<file path="src/rtl/core/page_id_allocator_and_map_top_macros.svh">
// ----------------------------------------------------------------------------
// Page id allocator assertion macros
// Shared concurrent assertion forms used by the allocator modules.
// ----------------------------------------------------------------------------
`ifndef PAGE_ID_ALLOCATOR_AND_MAP_TOP_MACROS_SVH
`define PAGE_ID_ALLOCATOR_AND_MAP_TOP_MACROS_SVH

// Same-cycle implication, checked on every rising clock edge out of reset.
`define PIAM_ASSERT_IMPL(label, ante, cons, msg) \
    label: assert property (@(posedge clk) disable iff (!rst_n) (ante) |-> (cons)) \
        else $error(msg);

// Next-cycle implication, checked on every rising clock edge out of reset.
`define PIAM_ASSERT_NEXT(label, ante, cons, msg) \
    label: assert property (@(posedge clk) disable iff (!rst_n) (ante) |=> (cons)) \
        else $error(msg);

`endif

</file>
<file path="src/rtl/core/piam_pkg.sv">
// ----------------------------------------------------------------------------
// Page id allocator package
// Sizes, operation and status codes, and control types shared by the block.
// ----------------------------------------------------------------------------
`timescale 1ns / 1ps

package piam_pkg;

    // Table geometry. SEGMENT_SLOTS is a power of two.
    localparam int SEGMENT_SLOTS = 1024;
    localparam int SEGMENT_COUNT = 64;
    localparam int FREE_DEPTH    = 1024;
    localparam int ENTRY_BITS    = 48;

    localparam int ID_W       = 16;
    localparam int NEXT_W     = ID_W + 1;
    localparam int OP_W       = 3;
    localparam int STATUS_W   = 3;
    localparam int SEG_CNT_W  = 7;
    localparam int ENTRY_W    = ENTRY_BITS + 1;
    localparam int SEG_SHIFT  = $clog2(SEGMENT_SLOTS);
    localparam int SEG_IDX_W  = (SEGMENT_COUNT > 1) ? $clog2(SEGMENT_COUNT) : 1;
    localparam int FREE_AW    = $clog2(FREE_DEPTH);
    localparam int FREE_CNT_W = $clog2(FREE_DEPTH + 1);
    localparam int CFG_IDX_W  = 1;

    // Operation codes.
    localparam logic [OP_W-1:0] OP_LOOKUP   = 3'd0;
    localparam logic [OP_W-1:0] OP_STORE    = 3'd1;
    localparam logic [OP_W-1:0] OP_ALLOCATE = 3'd2;
    localparam logic [OP_W-1:0] OP_FREE     = 3'd3;
    localparam logic [OP_W-1:0] OP_QUERY    = 3'd4;

    // Status codes.
    localparam logic [STATUS_W-1:0] STATUS_OK        = 3'd0;
    localparam logic [STATUS_W-1:0] STATUS_RANGE     = 3'd1;
    localparam logic [STATUS_W-1:0] STATUS_FULL      = 3'd2;
    localparam logic [STATUS_W-1:0] STATUS_EXHAUSTED = 3'd3;
    localparam logic [STATUS_W-1:0] STATUS_INVALID   = 3'd4;

    // Configuration register indexes.
    localparam logic [CFG_IDX_W-1:0] CFG_START_PAGE_ID   = 1'b0;
    localparam logic [CFG_IDX_W-1:0] CFG_INVALID_PAGE_ID = 1'b1;

    // Commands from the controller to the datapath.
    typedef struct packed {
        logic clear_en;
        logic accept;
        logic exec;
    } piam_cmd_t;

    // Status from the datapath to the controller.
    typedef struct packed {
        logic clear_done;
    } piam_stat_t;

    // True when the page number falls in an existing segment slot.
    function automatic logic seg_in_range(input logic [ID_W-1:0] id);
        logic [ID_W-1:0] seg;
        seg = id >> SEG_SHIFT;
        return seg < ID_W'(SEGMENT_COUNT);
    endfunction

    // Segment index of a page number.
    function automatic logic [SEG_IDX_W-1:0] seg_index(input logic [ID_W-1:0] id);
        logic [ID_W-1:0] seg;
        seg = id >> SEG_SHIFT;
        return seg[SEG_IDX_W-1:0];
    endfunction

endpackage

</file>
<file path="src/rtl/core/piam_ctrl.sv">
// ----------------------------------------------------------------------------
// Page id allocator controller
// Sequences the table clearing pass and the accept and execute steps of each item.
// ----------------------------------------------------------------------------
`timescale 1ns / 1ps
`include "page_id_allocator_and_map_top_macros.svh"

module piam_ctrl
    import piam_pkg::*;
(
    input  logic       clk,
    input  logic       rst_n,
    input  logic       start,
    input  piam_stat_t dp_stat,
    output piam_cmd_t  dp_cmd,
    output logic       busy,
    output logic       done
);

    typedef enum logic [2:0] {
        ST_CLEAR = 3'b001,
        ST_IDLE  = 3'b010,
        ST_EXEC  = 3'b100
    } state_t;

    state_t state_reg;
    state_t state_next;
    logic   done_reg;

    // Next state: clear once after reset, then accept and execute items.
    always_comb
    begin
        state_next = state_reg;
        case (state_reg)
            ST_CLEAR:
            begin
                if (dp_stat.clear_done)
                begin
                    state_next = ST_IDLE;
                end
            end
            ST_IDLE:
            begin
                if (start)
                begin
                    state_next = ST_EXEC;
                end
            end
            ST_EXEC:
            begin
                state_next = ST_IDLE;
            end
            default:
            begin
                state_next = ST_CLEAR;
            end
        endcase
    end

    // Commands to the datapath.
    always_comb
    begin
        dp_cmd.clear_en = (state_reg == ST_CLEAR);
        dp_cmd.accept   = (state_reg == ST_IDLE) && start;
        dp_cmd.exec     = (state_reg == ST_EXEC);
    end

    // State and result strobe registers.
    always_ff @(posedge clk or negedge rst_n)
    begin
        if (!rst_n)
        begin
            state_reg <= ST_CLEAR;
            done_reg  <= 1'b0;
        end
        else
        begin
            state_reg <= state_next;
            done_reg  <= (state_reg == ST_EXEC);
        end
    end

    assign busy = (state_reg != ST_IDLE);
    assign done = done_reg;

    `PIAM_ASSERT_IMPL(a_done_follows_exec, done_reg, $past(state_reg == ST_EXEC), "result strobe without execution")
    `PIAM_ASSERT_NEXT(a_exec_one_cycle, state_reg == ST_EXEC, state_reg == ST_IDLE, "execution took more than one cycle")
    `PIAM_ASSERT_NEXT(a_clear_once, state_reg != ST_CLEAR, state_reg != ST_CLEAR, "clearing pass entered again")

endmodule

</file>
<file path="config.mk">
export PLATFORM = sky130hd
export DESIGN_NAME = piam_ctrl
export DESIGN_NICKNAME = d
export VERILOG_FILES = /design/src/rtl/core/piam_pkg.sv /design/src/rtl/core/piam_ctrl.sv
export VERILOG_INCLUDE_DIRS = /design/src /design/src/rtl/core
export SDC_FILE = /design/constraint.sdc
export NUM_CORES = 1
export LEC_CHECK = 0
export BUFFER_PORTS_ARGS = -buffer_cell sky130_fd_sc_hd__buf_2
export CAP_MARGIN = 10
export CORE_AREA = 2 2 39 41
export CTS_CLUSTER_DIAMETER = 50
export CTS_CLUSTER_SIZE = 40
export DETAILED_ROUTE_END_ITERATION = 10
export DIE_AREA = 0 0 41 43
export GPL_ROUTABILITY_DRIVEN = 0
export RECOVER_POWER = 50
export SLEW_MARGIN = 40
export SYNTH_ARGS = -nofsm -noshare
export SYNTH_HDL_FRONTEND = slang
export SYNTH_SLANG_ARGS = --single-unit
export TNS_END_PERCENT = 5
</file>
<file path="constraint.sdc">
create_clock -name clk -period 1 [get_ports clk]
set_input_delay 0.2 -clock clk [delete_from_list [all_inputs] [get_ports clk]]
set_output_delay 0.2 -clock clk [all_outputs]
set_load 0.05 [all_outputs]
</file>
### Yosys cells after proc, flatten, opt, wreduce, memory -nomap -nowiden

Cells that the tools add are included.

| storage, ports and cells | value |
|---|---|
| register bits | 4 |
| word-level logic and storage cells | 13 |
| output and inout port bits | 5 |
| input port bits | 4 |

| operators by class | value |
|---|---|
| equality and inequality tests | 6 |
| reduce and logical (&&, ||, !) cells | 2 |
| multiplexer cells | 3 |

Operators with widths:

| operator | count |
|---|---|
| $pmux W3 S3 | 1 |
| $mux W3 | 2 |
| $ne A2 B2 Y1 const B | 2 |
| $eq A3 B1 Y1 const B | 1 |
| $eq A3 B2 Y1 const B | 1 |
| $eq A3 B3 Y1 const B | 1 |
| $ne A3 B2 Y1 const B | 1 |
| $reduce_and A2 Y1 | 1 |
| $logic_and A1 B1 Y1 | 1 |

### Depth between registers and ports, before layout

| depth | value |
|---|---|
| depth in word-level cells | 3 |
| depth in mapped cells | 2 |
| depth with buffers taken out | 2 |

### Worst setup path before layout

No wires, ideal clock.

| path | value |
|---|---|
| kind | register to register |
| start | register state_reg[2] |
| end | register state_reg[1] |
| arrival | 1.897 ns |
| slack | -0.967 ns |
| path buffers | 0 |
| clock period less this slack | 1.967 ns |
| cell stages (with the launch flop) | 3 |
| cell sequence | dfrtp_1 -> nor3b_1 -> or3_1 |

RTL lines:

| element | line | text |
|---|---|---|
| start, declared | piam_ctrl.sv:26 | `state_t state_reg;` |
| start signal, assigned | piam_ctrl.sv:78 | `state_reg <= state_next;` |

### Worst setup path after layout

| path | value |
|---|---|
| start | register state_reg[0] |
| end | output busy |

| between the ends | value |
|---|---|
| longest elaborated chain between the ends | 1 |

Ends and longest elaborated chain:

| element | line | text |
|---|---|---|
| $ne A3 B2 Y1 | piam_ctrl.sv:83 | `assign busy = (state_reg != ST_IDLE);` |
| end, declared | piam_ctrl.sv:16 | `output logic busy,` |

No other way between the ends.

==> metrics.txt <==
status complete, but fails checks; failing checks setup timing; Yosys top cell area share 0.4196; Total Wirelength 520 microns; cell repeated most along the worst path buf_6; CP endpoint kind output port; Synth Flop Type dfrtp_1; Core Area 1384 sq um; Flop pwr share 0.209; post-route setup slack -0.4907 ns; number of buffers and inverters on the critical path 2; initial DRC count 0; vias in the first global route 201; GRT overflow 0; Tcrit/Tclk final 1.491; Synth area leaders dfrtp_1 (42%), dfstp_2 (15%), or3b_4 (6.3%); Combinational Power Share 0.604; ys async rst share 1.000; Pwr Total 1.212 mW; IO Port Bufs 8; total track usage 0.07871; Clk pwr share 0.186; Hold Crit Class in -> reg; synthesized flop and latch total 4; layout cells sized above 1 0.6471; Inst Count DP 45; Num CTS Buffers 3; FILL cells 148; Post-synth top cells dfrtp_1 (3), inv_1 (2), nor2_1 (2); register area share after synthesis 0.5664; design area 392.9 sq um; register area 102.6 sq um; post-place instance area 307.8 sq um; fmax 670.8 MHz; clk root buf clkbuf_4; largest net degree at the start of global routing 6; H-tree levels 1; initial antenna violation count 0; max FFs per register 3; internal power 0.7086 mW; antenna viol nets, final 0; Worst Setup Start Kind flip-flop; drt drc 0; Final Non-Filler Cells 50; Syn Area/Cell 11.18 sq um; peak supply drop 0.8384 mV; Crit Path Class reg -> out; Final Hold Viols 0; chip height 43 microns; Slew @ Worst Pin 0.2264 ns; Worst path slowest cell or3b_4; number of vias per cell 3.500; clk_lat worst skew 0.24 ns; final critical-path required period 1.491 ns; leakage 0.1863 nW; unrepaired setup endpoints after global routing true; pre-CTS WS -0.3208 ns; clk buf depth 2; num ports 9; CP Data Arrival Time 1.29 ns; largest area contributor in the netlist dfrtp_1; maximum net fanout on the critical path 3; Max Cap Violations 0; Setup Skew 0.002620 ns; fin nets 39; Layout area overhead 119.6%; Ys Warns 0; fin. max-slew vios 0; cells along the critical path or3b_4 -> buf_6 -> buf_6; Sw Pwr 0.5032 mW; DRT Pass-1 Iters 1; Mapped Area 178.9 sq um; global-route wire length before repair 841 microns; Core Rows 14; Reg clk slew, reported paths 0.04 ns; CP delay by family, top simple AND/OR/NAND/NOR gates; Synth cell types 12; antenna cells 0; Post-synth EDFFs 0; chip width 41 microns; Sw Ratio 0.4152; critical path required time 0.80 ns; Cell Pwr Density 3084 nW/um^2; Post-CTS Setup Repair Bufs 0; starting density of the core 0.1293; slowest stage delay, CP 0.42 ns; Slew HR 0.8469; full die area 1763 sq um; Mapped Nets 20; CTS tree built; setup violators final 7; drt wl/cell 10.40 microns; area taken by multi-input logic gates 115.1 sq um; fin util 0.2839; cells after synthesis 16; Vias 175; clk sinks 4; most frequent cell after synthesis dfrtp_1
kinds of logic after synthesis:
logic type / Yosys count / synth area share
AO/OA/AOI/OAI: 1 / 0.02795
XOR/XNOR: 1 / 0.04896
AND/OR/NAND/NOR: 8 / 0.3147
flip-flops: 4 / 0.5664
buffers and inverters: 2 / 0.04197
layout by cell type, fill, tap and decap left out:
cell type / synthesis / layout
buf_6: 0 / 6
buf_4: 0 / 4
clkbuf_4: 0 / 3
inv_1: 2 / 2
clkbuf_1: 0 / 2
dfrtp_1: 3 / 2
buf_2: 0 / 2
or3b_4: 1 / 1
nor3b_4: 0 / 1
nor3_4: 0 / 1
nor2_4: 0 / 1
nor2_1: 2 / 1
xor2_1: 1 / 1
nor4bb_4: 0 / 1
a21oi_1: 1 / 1
nor4b_1: 1 / 1
or3_1: 1 / 1
dlygate4sd3_1: 0 / 1
dfstp_2: 1 / 1
dfrtp_2: 0 / 1
power by group through the flow:
stage	clock (mW)	combinational (mW)	sequential, mW
after floorplan	0	0.352	0.318
after global placement	0	0.605	0.251
after detailed placement	0	0.606	0.256
after CTS	0.243	0.735	0.254
after global routing	0.266	0.767	0.260
final	0.226	0.732	0.254
per-stage QoR:
step / setup TNS, ns / hold WS, ns
final: -2.006 / 0.2631
after global routing: -2.303 / 0.2695
after CTS: -2.124 / 0.2536
after detailed placement: -1.413 / 0.01553
after global placement: -1.412 / 0.009081
after floorplan: -1.654 / -0.09559
per-layer routing:
layer / up-vias / routed length [microns] / track usage
met5: - / 0 / 0
met4: 0 / 0 / 0.1000
met3: 0 / 60 / 0.04188
met2: 9 / 221 / 0.07500
met1: 75 / 238 / 0.1013
li1: 91 / - / -
final timing paths:
check	startpoint	slack [ns]	to	depth (start not counted)
worst max-delay path	state_reg[0]	-0.49	busy	3
worst min-delay path	start	0.26	state_reg[2]	3
worst max register to register	state_reg[0]	-0.20	state_reg[1]	3
worst min register to register	state_reg[1]	0.62	done	2
max in group asynchronous	rst_n	0.42	state_reg[0]	2
min in group asynchronous	rst_n	0.32	state_reg[2]	2
worst register-to-register path, stage by stage, from the launching register on:
cell and delay, ns:
dfstp_2 0.53, buf_4 0.13, nor3b_4 0.05, or3_1 0.37
timing repair:
action | in CTS | in global routing
endpoints found under the hold margin | 4 | 0
resized for setup | 12 | 1
hold buffers | 1 | 0
setup endpoints to repair | 8 | 8
pin swaps | 0 | 1
final cells by class:
class | instances | area share
tap | 16 | 0.05096
sequential | 4 | 0.2611
inverter | 2 | 0.01911
timing repair buffer | 14 | 0.3089
clock buffer | 4 | 0.06688
multi-input combinational | 10 | 0.2930
No activity file was read; power rests on OpenSTA's default activity.
